File: src/rtl/sssc_pkg.sv
`default_nettype none

package sssc_pkg;

  typedef enum logic [1:0] {
    MODE_RAMP   = 2'd0,
    MODE_SYNC   = 2'd1,
    MODE_CLOSED = 2'd2
  } mode_t;

  localparam logic REQ_SAMPLE = 1'b0;
  localparam logic REQ_TICK   = 1'b1;

  localparam int REG_IDX_BITS = 3;
  localparam logic [REG_IDX_BITS-1:0] REG_INITIAL_PERIOD = 3'd0;
  localparam logic [REG_IDX_BITS-1:0] REG_RAMP_STEP      = 3'd1;
  localparam logic [REG_IDX_BITS-1:0] REG_MIN_PERIOD     = 3'd2;
  localparam logic [REG_IDX_BITS-1:0] REG_SYNC_PERIOD    = 3'd3;
  localparam logic [REG_IDX_BITS-1:0] REG_BEMF_THRESHOLD = 3'd4;
  localparam logic [REG_IDX_BITS-1:0] REG_DRIVE_COMPARE  = 3'd5;
  localparam logic [REG_IDX_BITS-1:0] REG_SYNC_CROSSINGS = 3'd6;

  localparam int DEF_INITIAL_PERIOD = 142851;
  localparam int DEF_MIN_PERIOD     = 3000;
  localparam int DEF_SYNC_PERIOD    = 9000;
  localparam int DEF_BEMF_THRESHOLD = 1343;
  localparam logic [15:0] DEF_RAMP_STEP      = 16'd2500;
  localparam logic [4:0]  DEF_DRIVE_COMPARE  = 5'd14;
  localparam logic [3:0]  DEF_SYNC_CROSSINGS = 4'd5;

  localparam logic [4:0] PWM_TOP   = 5'd19;
  localparam logic [3:0] COUNT_MAX = 4'd15;
  localparam logic [2:0] LAST_STAGE = 3'd5;

  localparam logic [1:0] PHASE_U = 2'd0;
  localparam logic [1:0] PHASE_V = 2'd1;
  localparam logic [1:0] PHASE_W = 2'd2;

  localparam int QDEPTH = 2;
  localparam int QPTW   = $clog2(QDEPTH);

  typedef struct packed {
    logic       tick;
    logic [2:0] at_or_above;
  } qent_t;

  typedef struct packed {
    logic [1:0] high;
    logic [1:0] low;
    logic [1:0] float_ph;
  } stage_t;

  function automatic stage_t stage_lookup(input logic [2:0] st);
    stage_t s;
    case (st)
      3'd1:    s = '{high: PHASE_U, low: PHASE_W, float_ph: PHASE_V};
      3'd2:    s = '{high: PHASE_V, low: PHASE_W, float_ph: PHASE_U};
      3'd3:    s = '{high: PHASE_V, low: PHASE_U, float_ph: PHASE_W};
      3'd4:    s = '{high: PHASE_W, low: PHASE_U, float_ph: PHASE_V};
      3'd5:    s = '{high: PHASE_W, low: PHASE_V, float_ph: PHASE_U};
      default: s = '{high: PHASE_U, low: PHASE_V, float_ph: PHASE_W};
    endcase
    return s;
  endfunction

endpackage

`default_nettype wire

File: src/rtl/sssc_front.sv
`default_nettype none

module sssc_front #(
  parameter int ADC_BITS = 12
) (
  input  wire logic                clk,
  input  wire logic                rst,
  input  wire logic                in_valid,
  output logic                     in_ready,
  input  wire logic                req_type,
  input  wire logic [ADC_BITS-1:0] bemf_u_raw,
  input  wire logic [ADC_BITS-1:0] bemf_v_raw,
  input  wire logic [ADC_BITS-1:0] bemf_w_raw,
  input  wire logic [ADC_BITS-1:0] bemf_threshold,
  output logic                     q_valid,
  input  wire logic                q_ready,
  output sssc_pkg::qent_t          q_entry
);
  import sssc_pkg::*;

  logic  vld;
  qent_t ent;

  assign in_ready = !vld || q_ready;
  assign q_valid  = vld;
  assign q_entry  = ent;

  always_ff @(posedge clk) begin
    if (rst) begin
      vld <= 1'b0;
    end else if (in_ready) begin
      vld <= in_valid;
    end
  end

  // compare all three phases now; the back end picks the floating one
  always_ff @(posedge clk) begin
    if (in_valid && in_ready) begin
      ent.tick           <= (req_type == REQ_TICK);
      ent.at_or_above[0] <= (bemf_u_raw >= bemf_threshold);
      ent.at_or_above[1] <= (bemf_v_raw >= bemf_threshold);
      ent.at_or_above[2] <= (bemf_w_raw >= bemf_threshold);
    end
  end

endmodule

`default_nettype wire

File: src/rtl/sssc_queue.sv
`default_nettype none

module sssc_queue (
  input  wire logic             clk,
  input  wire logic             rst,
  input  wire logic             in_valid,
  output logic                  in_ready,
  input  wire sssc_pkg::qent_t  in_entry,
  output logic                  out_valid,
  input  wire logic             out_ready,
  output sssc_pkg::qent_t       out_entry
);
  import sssc_pkg::*;

  qent_t           mem [QDEPTH];
  logic [QPTW-1:0] wr_ptr;
  logic [QPTW-1:0] rd_ptr;
  logic [QPTW:0]   count;
  logic            push;
  logic            pop;

  assign in_ready  = (count != (QPTW+1)'(QDEPTH));
  assign out_valid = (count != '0);
  assign out_entry = mem[rd_ptr];
  assign push      = in_valid && in_ready;
  assign pop       = out_valid && out_ready;

  always_ff @(posedge clk) begin
    if (push) begin
      mem[wr_ptr] <= in_entry;
    end
  end

  always_ff @(posedge clk) begin
    if (rst) begin
      wr_ptr <= '0;
      rd_ptr <= '0;
      count  <= '0;
    end else begin
      if (push) begin
        wr_ptr <= wr_ptr + 1'b1;
      end
      if (pop) begin
        rd_ptr <= rd_ptr + 1'b1;
      end
      if (push && !pop) begin
        count <= count + 1'b1;
      end else if (pop && !push) begin
        count <= count - 1'b1;
      end
    end
  end

endmodule

`default_nettype wire

File: src/rtl/sssc_back.sv
`default_nettype none

module sssc_back #(
  parameter int PERIOD_BITS = 18
) (
  input  wire logic                   clk,
  input  wire logic                   rst,
  input  wire logic [PERIOD_BITS-1:0] min_period,
  input  wire logic [PERIOD_BITS-1:0] sync_period,
  input  wire logic [15:0]            ramp_step,
  input  wire logic [4:0]             drive_compare,
  input  wire logic [3:0]             sync_crossings,
  input  wire logic                   q_valid,
  output logic                        q_ready,
  input  wire sssc_pkg::qent_t        q_entry,
  output logic                        out_valid,
  input  wire logic                   out_ready,
  output logic                        commutated,
  output logic [1:0]                  high_phase,
  output logic [1:0]                  low_phase,
  output logic [1:0]                  float_phase,
  output logic [4:0]                  duty_out,
  output logic [PERIOD_BITS-1:0]      reload_value,
  output logic                        reload_written,
  output sssc_pkg::mode_t             mode_out,
  output logic                        crossing_seen
);
  import sssc_pkg::*;

  localparam int CW = (PERIOD_BITS > 16) ? PERIOD_BITS : 16;
  localparam logic [PERIOD_BITS-1:0] INIT_RST = PERIOD_BITS'(DEF_INITIAL_PERIOD);
  localparam logic [PERIOD_BITS-1:0] RELOAD_RST =
    (INIT_RST == '0) ? '0 : INIT_RST - 1'b1;

  logic [2:0]             next_stage, next_stage_next;
  mode_t                  mode, mode_next;
  logic [PERIOD_BITS-1:0] ramp_period, ramp_period_next;
  logic [PERIOD_BITS-1:0] timer_reload, timer_reload_next;
  logic [1:0]             floating_now, floating_now_next;
  logic                   crossing_flag, crossing_flag_next;
  logic [3:0]             sync_count, sync_count_next;

  logic                   pop;
  logic [2:0]             st;
  stage_t                 ph;
  logic [4:0]             duty_sat;
  logic [CW-1:0]          ramp_x, step_x;
  logic [PERIOD_BITS-1:0] ramp_short, ramp_dec;
  logic [PERIOD_BITS-1:0] half, np, np_dec;
  logic [3:0]             count_inc;
  logic                   sel_ge, hit;

  logic                   r_commutated, r_written, r_seen;
  logic [1:0]             r_high, r_low;
  logic [4:0]             r_duty;

  assign pop     = q_valid && (!out_valid || out_ready);
  assign q_ready = !out_valid || out_ready;

  assign st       = (next_stage > LAST_STAGE) ? 3'd0 : next_stage;
  assign ph       = stage_lookup(st);
  assign duty_sat = (drive_compare > PWM_TOP) ? PWM_TOP : drive_compare;

  assign ramp_x     = CW'(ramp_period);
  assign step_x     = CW'(ramp_step);
  assign ramp_short = (ramp_period > min_period)
                    ? ((ramp_x > step_x) ? PERIOD_BITS'(ramp_x - step_x) : '0)
                    : ramp_period;
  assign ramp_dec   = (ramp_short == '0) ? '0 : ramp_short - 1'b1;

  assign half   = timer_reload >> 1;
  assign np     = (half < min_period) ? min_period : half;
  assign np_dec = (np == '0) ? '0 : np - 1'b1;

  assign count_inc = (crossing_flag && sync_count != COUNT_MAX)
                   ? sync_count + 1'b1 : sync_count;

  always_comb begin
    case (floating_now)
      PHASE_U: sel_ge = q_entry.at_or_above[0];
      PHASE_V: sel_ge = q_entry.at_or_above[1];
      default: sel_ge = q_entry.at_or_above[2];
    endcase
  end

  // even stage counter: rising edge expected, odd: falling
  assign hit = next_stage[0] ? !sel_ge : sel_ge;

  always_comb begin
    next_stage_next    = next_stage;
    mode_next          = mode;
    ramp_period_next   = ramp_period;
    timer_reload_next  = timer_reload;
    floating_now_next  = floating_now;
    crossing_flag_next = crossing_flag;
    sync_count_next    = sync_count;
    r_commutated       = 1'b0;
    r_high             = '0;
    r_low              = '0;
    r_duty             = '0;
    r_written          = 1'b0;
    r_seen             = 1'b0;
    if (pop) begin
      if (q_entry.tick) begin
        r_commutated      = 1'b1;
        r_high            = ph.high;
        r_low             = ph.low;
        r_duty            = duty_sat;
        floating_now_next = ph.float_ph;
        next_stage_next   = (st >= LAST_STAGE) ? 3'd0 : st + 1'b1;
        case (mode)
          MODE_RAMP: begin
            ramp_period_next  = ramp_short;
            timer_reload_next = ramp_dec;
            r_written         = 1'b1;
            if (ramp_short < sync_period) begin
              mode_next       = MODE_SYNC;
              sync_count_next = '0;
            end
          end
          MODE_SYNC: begin
            crossing_flag_next = 1'b0;
            if (count_inc >= sync_crossings) begin
              sync_count_next = '0;
              mode_next       = MODE_CLOSED;
            end else begin
              sync_count_next = count_inc;
            end
          end
          default: ;
        endcase
      end else if (mode != MODE_RAMP && hit) begin
        r_seen = 1'b1;
        if (mode == MODE_SYNC) begin
          crossing_flag_next = 1'b1;
        end else begin
          crossing_flag_next = 1'b0;
          timer_reload_next  = np_dec;
          r_written          = 1'b1;
        end
      end
    end
  end

  always_ff @(posedge clk) begin
    if (rst) begin
      next_stage    <= '0;
      mode          <= MODE_RAMP;
      ramp_period   <= INIT_RST;
      timer_reload  <= RELOAD_RST;
      floating_now  <= PHASE_U;
      crossing_flag <= 1'b0;
      sync_count    <= '0;
      out_valid     <= 1'b0;
    end else begin
      next_stage    <= next_stage_next;
      mode          <= mode_next;
      ramp_period   <= ramp_period_next;
      timer_reload  <= timer_reload_next;
      floating_now  <= floating_now_next;
      crossing_flag <= crossing_flag_next;
      sync_count    <= sync_count_next;
      if (pop) begin
        out_valid <= 1'b1;
      end else if (out_ready) begin
        out_valid <= 1'b0;
      end
    end
  end

  always_ff @(posedge clk) begin
    if (pop) begin
      commutated     <= r_commutated;
      high_phase     <= r_high;
      low_phase      <= r_low;
      float_phase    <= floating_now_next;
      duty_out       <= r_duty;
      reload_value   <= timer_reload_next;
      reload_written <= r_written;
      mode_out       <= mode_next;
      crossing_seen  <= r_seen;
    end
  end

  a_closed_holds: assert property (@(posedge clk) disable iff (rst)
    mode == MODE_CLOSED |=> mode == MODE_CLOSED)
    else $error("closed loop mode left");

  a_ramp_clean: assert property (@(posedge clk) disable iff (rst)
    mode == MODE_RAMP |-> (sync_count == '0 && !crossing_flag))
    else $error("crossing state set during ramp");

  a_closed_no_flag: assert property (@(posedge clk) disable iff (rst)
    mode == MODE_CLOSED |-> !crossing_flag)
    else $error("sticky crossing flag set in closed loop");

  a_stage_range: assert property (@(posedge clk) disable iff (rst)
    pop |=> next_stage <= LAST_STAGE)
    else $error("stage counter out of range");

endmodule

`default_nettype wire

File: src/rtl/sensorless_six_step_commutator.sv
`default_nettype none

// Channel   Dir  Handshake           Contents
// s_axis    in   s_tvalid/s_tready   tuser req_type; tdata bemf u, v, w raw
// m_axis    out  m_tvalid/m_tready   tuser commutated; tdata phases, duty,
//                                    reload, written flag, mode, crossing
// cfg       in   cfg_wen             cfg_index selects register, cfg_data value
//
// One word per cycle sustained in both directions while neither side stalls.
// A word passes the front compare register, the two-entry queue and the result register
// in that order before it leaves.
// Reset is synchronous; all configuration registers and motor state take their defaults.
// Either side may stall; the queue absorbs up to two words behind a stalled output.

module sensorless_six_step_commutator #(
  parameter int PERIOD_BITS = 18,
  parameter int ADC_BITS    = 12
) (
  input  wire logic                clk,
  input  wire logic                rst,
  input  wire logic                s_tvalid,
  output logic                     s_tready,
  // bemf_u_raw, bemf_v_raw, bemf_w_raw, zero pad
  input  wire logic [((3*ADC_BITS+7)/8)*8-1:0] s_tdata,
  // req_type
  input  wire logic                s_tuser,
  output logic                     m_tvalid,
  input  wire logic                m_tready,
  // high_phase, low_phase, float_phase, duty_out, reload_value,
  // reload_written, mode_out, crossing_seen, zero pad
  output logic [((15+PERIOD_BITS+7)/8)*8-1:0] m_tdata,
  // commutated
  output logic                     m_tuser,
  input  wire logic                cfg_wen,
  input  wire logic [sssc_pkg::REG_IDX_BITS-1:0] cfg_index,
  input  wire logic [((PERIOD_BITS > 16) ? PERIOD_BITS : 16)-1:0] cfg_data
);
  import sssc_pkg::*;

  localparam int OUT_W = ((15+PERIOD_BITS+7)/8)*8;

  logic [PERIOD_BITS-1:0] initial_period, min_period, sync_period;
  logic [15:0]            ramp_step;
  logic [ADC_BITS-1:0]    bemf_threshold;
  logic [4:0]             drive_compare;
  logic [3:0]             sync_crossings;

  logic                   f_valid, f_ready;
  qent_t                  f_entry;
  logic                   b_valid, b_ready;
  qent_t                  b_entry;

  logic                   commutated, reload_written, crossing_seen;
  logic [1:0]             high_phase, low_phase, float_phase;
  logic [4:0]             duty_out;
  logic [PERIOD_BITS-1:0] reload_value;
  mode_t                  mode_out;

  always_ff @(posedge clk) begin
    if (rst) begin
      initial_period <= PERIOD_BITS'(DEF_INITIAL_PERIOD);
      ramp_step      <= DEF_RAMP_STEP;
      min_period     <= PERIOD_BITS'(DEF_MIN_PERIOD);
      sync_period    <= PERIOD_BITS'(DEF_SYNC_PERIOD);
      bemf_threshold <= ADC_BITS'(DEF_BEMF_THRESHOLD);
      drive_compare  <= DEF_DRIVE_COMPARE;
      sync_crossings <= DEF_SYNC_CROSSINGS;
    end else if (cfg_wen) begin
      case (cfg_index)
        REG_INITIAL_PERIOD: initial_period <= cfg_data[PERIOD_BITS-1:0];
        REG_RAMP_STEP:      ramp_step      <= cfg_data[15:0];
        REG_MIN_PERIOD:     min_period     <= cfg_data[PERIOD_BITS-1:0];
        REG_SYNC_PERIOD:    sync_period    <= cfg_data[PERIOD_BITS-1:0];
        REG_BEMF_THRESHOLD: bemf_threshold <= cfg_data[ADC_BITS-1:0];
        REG_DRIVE_COMPARE:  drive_compare  <= cfg_data[4:0];
        REG_SYNC_CROSSINGS: sync_crossings <= cfg_data[3:0];
        default: ;
      endcase
    end
  end

  sssc_front #(
    .ADC_BITS(ADC_BITS)
  ) u_front (
    .clk           (clk),
    .rst           (rst),
    .in_valid      (s_tvalid),
    .in_ready      (s_tready),
    .req_type      (s_tuser),
    .bemf_u_raw    (s_tdata[ADC_BITS-1:0]),
    .bemf_v_raw    (s_tdata[2*ADC_BITS-1:ADC_BITS]),
    .bemf_w_raw    (s_tdata[3*ADC_BITS-1:2*ADC_BITS]),
    .bemf_threshold(bemf_threshold),
    .q_valid       (f_valid),
    .q_ready       (f_ready),
    .q_entry       (f_entry)
  );

  sssc_queue u_queue (
    .clk      (clk),
    .rst      (rst),
    .in_valid (f_valid),
    .in_ready (f_ready),
    .in_entry (f_entry),
    .out_valid(b_valid),
    .out_ready(b_ready),
    .out_entry(b_entry)
  );

  sssc_back #(
    .PERIOD_BITS(PERIOD_BITS)
  ) u_back (
    .clk           (clk),
    .rst           (rst),
    .min_period    (min_period),
    .sync_period   (sync_period),
    .ramp_step     (ramp_step),
    .drive_compare (drive_compare),
    .sync_crossings(sync_crossings),
    .q_valid       (b_valid),
    .q_ready       (b_ready),
    .q_entry       (b_entry),
    .out_valid     (m_tvalid),
    .out_ready     (m_tready),
    .commutated    (commutated),
    .high_phase    (high_phase),
    .low_phase     (low_phase),
    .float_phase   (float_phase),
    .duty_out      (duty_out),
    .reload_value  (reload_value),
    .reload_written(reload_written),
    .mode_out      (mode_out),
    .crossing_seen (crossing_seen)
  );

  // initial_period is written by cfg but unused; the back end seeds its reset state from DEF_INITIAL_PERIOD
  logic unused_initial;
  assign unused_initial = ^initial_period;

  assign m_tuser = commutated;
  assign m_tdata = OUT_W'({crossing_seen, mode_out, reload_written, reload_value,
                           duty_out, float_phase, low_phase, high_phase});

endmodule

`default_nettype wire
File: config.mk
export PLATFORM = sky130hd
export DESIGN_NAME = sensorless_six_step_commutator
export DESIGN_NICKNAME = d
export VERILOG_FILES = /design/src/rtl/sssc_pkg.sv /design/src/rtl/sssc_front.sv /design/src/rtl/sssc_queue.sv /design/src/rtl/sssc_back.sv /design/src/rtl/sensorless_six_step_commutator.sv
export SDC_FILE = /design/constraint.sdc
export NUM_CORES = 1
export LEC_CHECK = 0
export ABC_AREA = 1
export BUFFER_PORTS_ARGS = -buffer_cell sky130_fd_sc_hd__buf_2
export CELL_PAD_IN_SITES_DETAIL_PLACEMENT = 0
export CELL_PAD_IN_SITES_GLOBAL_PLACEMENT = 1
export CORE_UTILIZATION = 35
export CTS_CLUSTER_DIAMETER = 30
export CTS_CLUSTER_SIZE = 10
export DETAILED_ROUTE_END_ITERATION = 16
export PLACE_DENSITY_LB_ADDON = 0.1
export SLEW_MARGIN = 25
export SYNTH_ARGS = -nofsm -noshare
export SYNTH_HDL_FRONTEND = slang
export SYNTH_SLANG_ARGS = --single-unit
File: constraint.sdc
create_clock -name clk -period 3.46 [get_ports clk]
set_clock_uncertainty 0.05 [all_clocks]
set_input_delay 0.346 -clock clk [delete_from_list [all_inputs] [get_ports clk]]
set_output_delay 0.346 -clock clk [all_outputs]
set_load 0.02 [all_outputs]
==> results by group, run 1 <==
Status
  • Run status: finished, final reports clean

Pwr
  • Final Power: 13.5 mW
  • Power density normalized to cell area: 943 nW/µm²
  • Leakage: 6.61 nW
  • Max VDD drop: 0.383 mV

Cells and area
  • Ratio of cells with drive above 1 in the final layout: 0.243
  • Number of diodes added for antenna fixing: 0
  • Post-layout net count: 1903
  • Layout Area Growth over Synthesis: 23.6%
  • Final instance area: 14400 µm²
  • Post-layout instance count excluding filler cells: 2172
  • Final Util: 0.440

Setup path
  • Worst Setup End Kind: flip-flop
  • Max Fanout on Critical Path: 12
  • Data required time of the critical path: 3.59 ns
  • CP max stage cell: ha_2
  • CP dominant cell by count: nand2_1
  • Start-to-end type of the worst setup path: reg -> reg
  • Worst stage delay on the critical path: around 0.38 ns
  • Type of origin of the critical path: flip-flop
  • Cells along the critical path: ha_2 > nand2_1 > or2_2 > nand3_2 > buf_4 > nand2_1 > nand2_1 > nand2_1 > nand2_1 > o21ai_2 > buf_4 > nor2_1 > nand2_2 > nor2_4 > nand3_2 > nand2_4 > buf_12 > o22ai_1 > nand2_1 > nand3_1
  • Data arrival time of the critical path: about 3.5 ns

Synthesis
  • Proportion of register bits with asynchronous set or reset after synthesis: 0
  • Xor/xnor cell area share of the yosys netlist: 0.0226
  • Number of storage elements in the synthesis netlist: 174
  • Gate Count Post-Synth: 1544
  • Share of the synthesized area in compound gates (AO/OA/AOI/OAI): 0.177
  • Proportion of synthesized area in mux cells: 0
  • Number of warnings issued by yosys: 0
  • Adder-cell share of the synthesized area: 0.129
  • Largest family of logic cells by synthesized area: simple AND/OR/NAND/NOR gates
  • Mapped Avg Cell Area: 7.52 µm²
  • Share of the yosys chip area belonging to registers: 0.340
  • Flip-flop cell with the highest count after synthesis: dfxtp_1
  • EDFF count, synth: 46
  • Unique cell type count in the Yosys netlist: 62
  • Post-synthesis cell area: 11600 µm²
  • Post-Synth Simple-Gate Area: 0.241

STA
  • Achievable Freq: 301 MHz
  • Final hold violations: 0
  • # setup viols final: 0
  • Slew Limit Headroom: 0.486
  • Max-slew violation count: 0
  • Setup slack of the critical path after layout: 0.134 ns
  • Tmin final: 3.33 ns
  • Setup TNS: 0 ns
  • Fin Hold WS: roughly 0.11 ns
  • Slew at the pin with the worst max-slew slack: between 0.7 and 0.8 ns
  • Final cycle utilization of the critical path: 0.961

GRT
  • Antenna violations before repair: 0
  • Maximum number of pins on one net before global-route repair: 54
  • Wire length of the first global-routing pass: 54.0 mm
  • Total grt overflow: 0
  • Number of global-route vias before repair: between 10k and 15k
  • Overall fraction of global-route tracks in use: 0.208

Clocking
  • Clock transition time at the flip-flop clock pins of the worst setup and hold paths: 0.08 ns
  • Latest clock arrival within the worst-skew pair: around 0.45 ns
  • Clock root buffer: clkbuf_16
  • Maximum root-to-sink buffer count: 2
  • H-Tree Level Count: 4
  • Num CTS Buffers: 17
  • Number of sinks driven by the clock tree: 174
  • CTS tree: built

Placed design
  • Count of placed standard cells including taps: 2131
  • Input/output buffers: 98
  • Detailed Place HPWL: approximately 26 mm
  • Worst slack at placement: -0.0190 ns
  • Placed standard-cell area: 13100 µm²
  • Global placer's final weighted congestion: about 0.91

Drt
  • Total via count in the routed design: about 10k
  • TritonRoute pass-1 iters: 5
  • Detail-routed net length per standard cell: roughly 16 µm
  • Count of routing violations after the opening detailed-route iteration: 475
  • Total wire length: 34.1 mm
  • Total DRC errors in the routed layout: 0
  • Residual antenna-violating net count after detailed routing: 0
  • Average vias per placed instance: approximately 4.8

Die
  • Number of top-level pins: 110
  • Placeable core area: 32600 µm²
  • Total Die Area: 33900 µm²
  • Die outline height: 184 µm
  • Count of standard-cell rows: 66
  • Width of the chip: 184 µm
  • Effective utilization at floorplan: 0.356

Run
  • Number of violations of the max-capacitance limit: 0

Hold path
  • Hold/Removal Path Class: in -> reg
path summary, 6_finish.rpt:
check	from	endpoint	slack, ns	cells after the start
hold / removal	s_tvalid	u_front.q_valid	0.11	3
setup / recovery	u_back.ramp_period[5]	u_back.reload_value[1]	0.13	20
hold reg to reg	u_queue.rd_ptr	u_queue.rd_ptr	0.41	1
setup reg to reg	u_back.ramp_period[5]	u_back.reload_value[1]	0.13	20
cell type report:
cell class,instances,area (µm²)
Clock buffer,17,425
Clock inverter,15,224
Fill cell,3371,18300
Inverter,205,783
Multi-Input combinational cell,1123,7110
Sequential cell,174,3980
Tap cell,442,553
Timing Repair Buffer,196,1290
placed cells by master, fill, tap and decap left out, types with 4 or more instances in the layout:
cell type and count:
nand2_1 337, inv_1 179, a21oi_1 150, dfxtp_1 104
nor2_1 100, o21ai_0 99, ha_1 98, buf_2 98
buf_4 91, nand3_1 46, edfxtp_1 46, nand2_2 28
nand4_1 24, dfxtp_2 23, xor2_1 22, o211ai_1 22
inv_2 19, o21ai_2 18, o21ai_1 18, ha_4 18
clkbuf_16 18, nor2_4 15, a21oi_2 12, nor2_2 11
nand3b_1 9, o22ai_1 9, nand2_4 7, o21bai_1 7
conb_1 7, clkinv_8 7, nand3_4 6, nand3_2 6
xnor2_1 6, inv_12 5, nor3_1 4
registers in the layout (all words and copies together), names as in the netlist, 3 cells and up, named ones only:
name and count:
drive_compare 5, u_back.timer_reload 18, u_back.duty_out 5, u_back.sync_count 4, sync_period 18, bemf_threshold 12
sync_crossings 4, u_back.next_stage 3, u_queue.mem 8, u_front.q_entry 4, min_period 18, ramp_step 16
u_back.reload_value 18, u_back.ramp_period 18
synthesized netlist by cell type (all sizes together), types with 17 or more instances:
cell type    n  area, µm²
o21ai      138        762
nand3       58        363
nor2       127        578
buf         17        150
ha         118       1480
a21oi      164        851
clkbuf      32        120
edfxtp      46       1380
o211ai      22        165
dfxtp      128       2560
xor2        23        201
nand2      373       1510
nand4       26        184
inv        201        762
power breakdown:
group | switching, mW | internal [mW]
Combinational | 5.15 | 3.23
Clock | 1.06 | 1.02
Sequential | 0.366 | 2.72
timing repair:
action,CTS,global route
endpoints found under the hold margin,1,0
pin swaps,0,24
endpoints found under the setup margin,5,42
gates cloned,0,2
setup buffers,0,6
gates resized for setup,1,117
hold buffers,1,0
routing by layer:
metal  vias to the layer above  GRT usage  routed length (µm)
met5                         -          0                   0
met4                         0     0.0603                 559
met3                        40     0.0279                 849
li1                       5479          -                   -
met1                      4761      0.279               16700
met2                       152      0.348               15900
cell families after synthesis:
kind of cell / Yosys count
buffers and inverters: 254
AND/OR/NAND/NOR: 608
XOR/XNOR: 30
flip-flops: 174
AO/OA/AOI/OAI: 358
adder cells (fa/ha/maj): 119
other: 1
critical path: cells and delay by family, from the launching register on:
kind,cells,cell delay (ns)
compound gates,2,0.16
flops,1,0.36
buf+inv,3,0.44
fa+ha+maj,1,0.38
simple gates,14,1.65
Power figures use the tool's default switching activity.
==> inputs of run 2 (changes only) <==
- BUFFER_PORTS_ARGS: -buffer_cell sky130_fd_sc_hd__buf_2 -> default
- DONT_BUFFER_PORTS: default -> 1
==> run 2 against run 1 <==
  * Total power down 1.4%
  * Critical endpoint is now u_back.reload_value[6]
  * Clock-buffer cell count up 1
  * Global-route usage up 0.14 points
  * Sequential share of layout area up 0.47 points
  * Worst setup slack better by 0.035 ns
  * Register-to-register slack better by 0.03 ns
  * Largest cell class unchanged
==> results by group, run 2 (synthesis gave the netlist of run 1 again) <==
Placed design
  • Input/output buffers: 0 (-100%)
  • Detailed Place HPWL: 25.9 mm (-1.9%)
  • Count of placed standard cells including taps: 2030 (-4.7%)
  • Global placer's final weighted congestion: 0.865 (-5.3%)

Setup path
  • Number of buffer and inverter instances along the worst setup path: 2 (-1)
  • RR Endpoint: u_back.reload_value[6]
  • Worst stage delay on the critical path: 0.35 ns (-0.03 ns)
  • Start-to-end type of the worst setup path: reg -> reg
  • Type of origin of the critical path: flip-flop
  • Max Fanout on Critical Path: 5 (-7)
  • Data required time of the critical path: 3.61 ns (+0.02 ns)
  • Worst Setup End Kind: flip-flop
  • Data arrival time of the critical path: 3.44 ns (-0.02 ns)
  • Cells on worst reg2reg path: 18 (-10%)
  • CP max stage cell: ha_1
  • Cells along the critical path: inv_1 > ha_1 > nand4_4 > a21oi_2 > nor2_4 > nand3_4 > o21ai_4 > ha_4 > nand3_4 > nor2_4 > nand2_4 > nor2_4 > nand3_4 > nand2_4 > buf_6 > o21ai_0 > a21oi_1 > nand2_1
  • Critical path origin: min_period[14]
  • Kind of cell adding the most delay to the critical path: simple AND/OR/NAND/NOR gates
  • Worst reg2reg setup slack: 0.17 ns (+0.03 ns)
  • Startpoint of the worst-slack reg-to-reg timing path: min_period[14]

STA
  • # setup viols final: 0 (unchanged)
  • Slew at the pin with the worst max-slew slack: 0.841 ns (+0.0698 ns)
  • Final cycle utilization of the critical path: 0.951 (-0.0101)
  • Final hold violations: 0 (unchanged)
  • Slew Limit Headroom: 0.439 (-0.0466)
  • Tmin final: 3.29 ns (-0.0349 ns)
  • Fin Hold WS: 0.00899 ns (-0.0999 ns)
  • RSZ-0062 raised after global routing: true
  • Max-slew violation count: 0 (unchanged)
  • Achievable Freq: 304 MHz (+1.1%)

Cells and area
  • Number of diodes added for antenna fixing: 0 (unchanged)
  • Footprint of the flip-flops and latches: 3980 µm² (unchanged)
  • Layout Area Growth over Synthesis: 21.6%
  • Post-layout net count: 1834 (-3.6%)
  • Post-layout instance count excluding filler cells: 2103 (-3.2%)
  • Most common cell after layout, fill and taps aside: nand2_1
  • Number of fill cells: 3338 (-0.98%)
  • Ratio of cells with drive above 1 in the final layout: 0.197 (-0.0459)
  • Final Util: 0.433 (-0.00733)
  • Highest-count cells in the layout ignoring fill and taps: 334 x nand2_1, 180 x inv_1, 150 x a21oi_1, 104 x dfxtp_1, 103 x nor2_1
  • Area of combinational cells with multiple inputs: 7140 µm² (+0.44%)

Pwr
  • Leakage: 6.32 nW (-4.3%)
  • Power density normalized to cell area: 945 nW/µm² (+0.29%)
  • Logic gate share of total power: 0.599 (-0.020)
  • Switching power: 6.40 mW (-2.6%)
  • Net switching share of the total power: 0.479 (-0.00591)
  • Clock network fraction of design power: 0.146 (-0.007)
  • Final Power: 13.4 mW (-1.4%)
  • Max VDD drop: 0.453 mV (+18%)
  • Internal power: 6.95 mW (-0.24%)
  • Flop pwr share: 0.256 (+0.028)

Drt
  • Detail-routed net length per standard cell: 16.7 µm (+6.5%)
  • Total wire length: 35.1 mm (+3.1%)
  • Residual antenna-violating net count after detailed routing: 0 (unchanged)
  • TritonRoute pass-1 iters: 5 (unchanged)
  • Average vias per placed instance: 4.87 (+1.4%)
  • Total via count in the routed design: 10.2k (-1.8%)
  • Count of routing violations after the opening detailed-route iteration: 462 (-2.7%)
  • Total DRC errors in the routed layout: 0 (unchanged)

Hold path
  • Startpoint of the worst hold path: rst
  • Hold Crit Endpoint: u_back.ramp_period[7]
  • Hold/Removal Path Class: in -> reg
  • Worst hold path cell count: 3 (unchanged)

GRT
  • Maximum number of pins on one net before global-route repair: 54 (unchanged)
  • Number of global-route vias before repair: 9628 (-4.8%)
  • Total grt overflow: 0 (unchanged)
  • Antenna violations before repair: 0 (unchanged)
  • Overall fraction of global-route tracks in use: 0.210 (+0.00145)
  • Wire length of the first global-routing pass: 53.5 mm (-0.98%)

Clocking
  • CTS tree: built
  • Num CTS Buffers: 17 (unchanged)
  • Maximum root-to-sink buffer count: 2 (unchanged)
  • H-Tree Level Count: 4 (unchanged)
  • Clock transition time at the flip-flop clock pins of the worst setup and hold paths: 0.07 ns (about the same)
  • Latest clock arrival within the worst-skew pair: 0.46 ns (about the same)
  • Number of sinks driven by the clock tree: 174 (unchanged)
  • Clock root buffer: clkbuf_16

Die
  • Number of top-level pins: 110 (unchanged)
  • Die outline height: 184 µm (unchanged)
  • Total Die Area: 33900 µm² (unchanged)
  • Effective utilization at floorplan: 0.356 (unchanged)
  • Width of the chip: 184 µm (unchanged)
  • Count of standard-cell rows: 66 (unchanged)
  • Placeable core area: 32600 µm² (unchanged)

Run
  • Number of violations of the max-capacitance limit: 0 (unchanged)

Status
  • Run status: finished, final reports clean
run 2: changes by cell type in the layout (fill, tap and decap cells not counted), sizes merged:
cell         previous run  this run
buf                   194       100
clkbuf                 18        20
clkinv                 11         6
clkinvlp                0         1
dlygate4sd3             1        24
inv                   209       212
nand3                  58        59
run 2: repair_timing:
| action | CTS | global route |
|---|---|---|
| gates resized for setup | 1 | 109 |
| pin swaps | 0 | 27 |
| endpoints found under the hold margin | 66 | 0 |
| endpoints found under the setup margin | 4 | 40 |
| setup buffers | 0 | 11 |
| cloned | 0 | 5 |
| hold buffers | 25 | 0 |
run 2: worst max-delay path by stage:
| stage | end | slack [ns] | cells after the start |
|---|---|---|---|
| 2_1_floorplan | u_back.reload_value[17] | 0.26 | 21 |
| 3_5_place_dp | u_back.sync_count[2] | -0.05 | 22 |
| 6_report | u_back.reload_value[6] | 0.17 | 18 |
| 4_1_cts | u_back.sync_count[0] | 0.0004 | 22 |
| 3_3_place_gp | u_back.sync_count[0] | -0.03 | 22 |
| 5_1_grt | u_back.reload_value[6] | -0.03 | 21 |
run 2: power by group through the flow:
stage	registers (mW)	logic [mW]	clock network, mW
after floorplan	3.24	4.97	0
after global placement	3.40	7.25	0
after detailed placement	3.40	7.29	0
after CTS	3.35	7.41	2.00
after global routing	3.49	8.95	2.08
final	3.41	7.99	1.95
run 2: routing by layer:
metal,track usage,wire (µm)
met5,0,0
met4,0.0587,567
met3,0.0310,944
met2,0.341,16200
met1,0.287,17400
run 2: layout make-up:
class	instances	area share
clock buffers	18	0.0311
clock inverters	14	0.00957
inverters	205	0.0553
multi-input cells	1124	0.506
flip-flops and latches	174	0.282
well taps	442	0.0392
repair buffers	126	0.0778
run 2: worst register-to-register path: cells and delay by family, from the launching register on:
kind                       cells  cell delay, ns
AOI/OAI and AO/OA              4            0.59
adders and majority gates      2            0.53
DFF                            1            0.31
buffers and inverters          2            0.24
and+or+nand+nor               10            1.33
run 2: through the flow:
stage	TNS, ns	setup WS (ns)	instance area (µm²)
after floorplan	0	0.263	11600
after global placement	-0.129	-0.0326	12600
after detailed placement	-0.170	-0.0482	12600
after CTS	0	0.000436	13500
after global routing	-0.0710	-0.0289	14100
final	0	0.169	14100
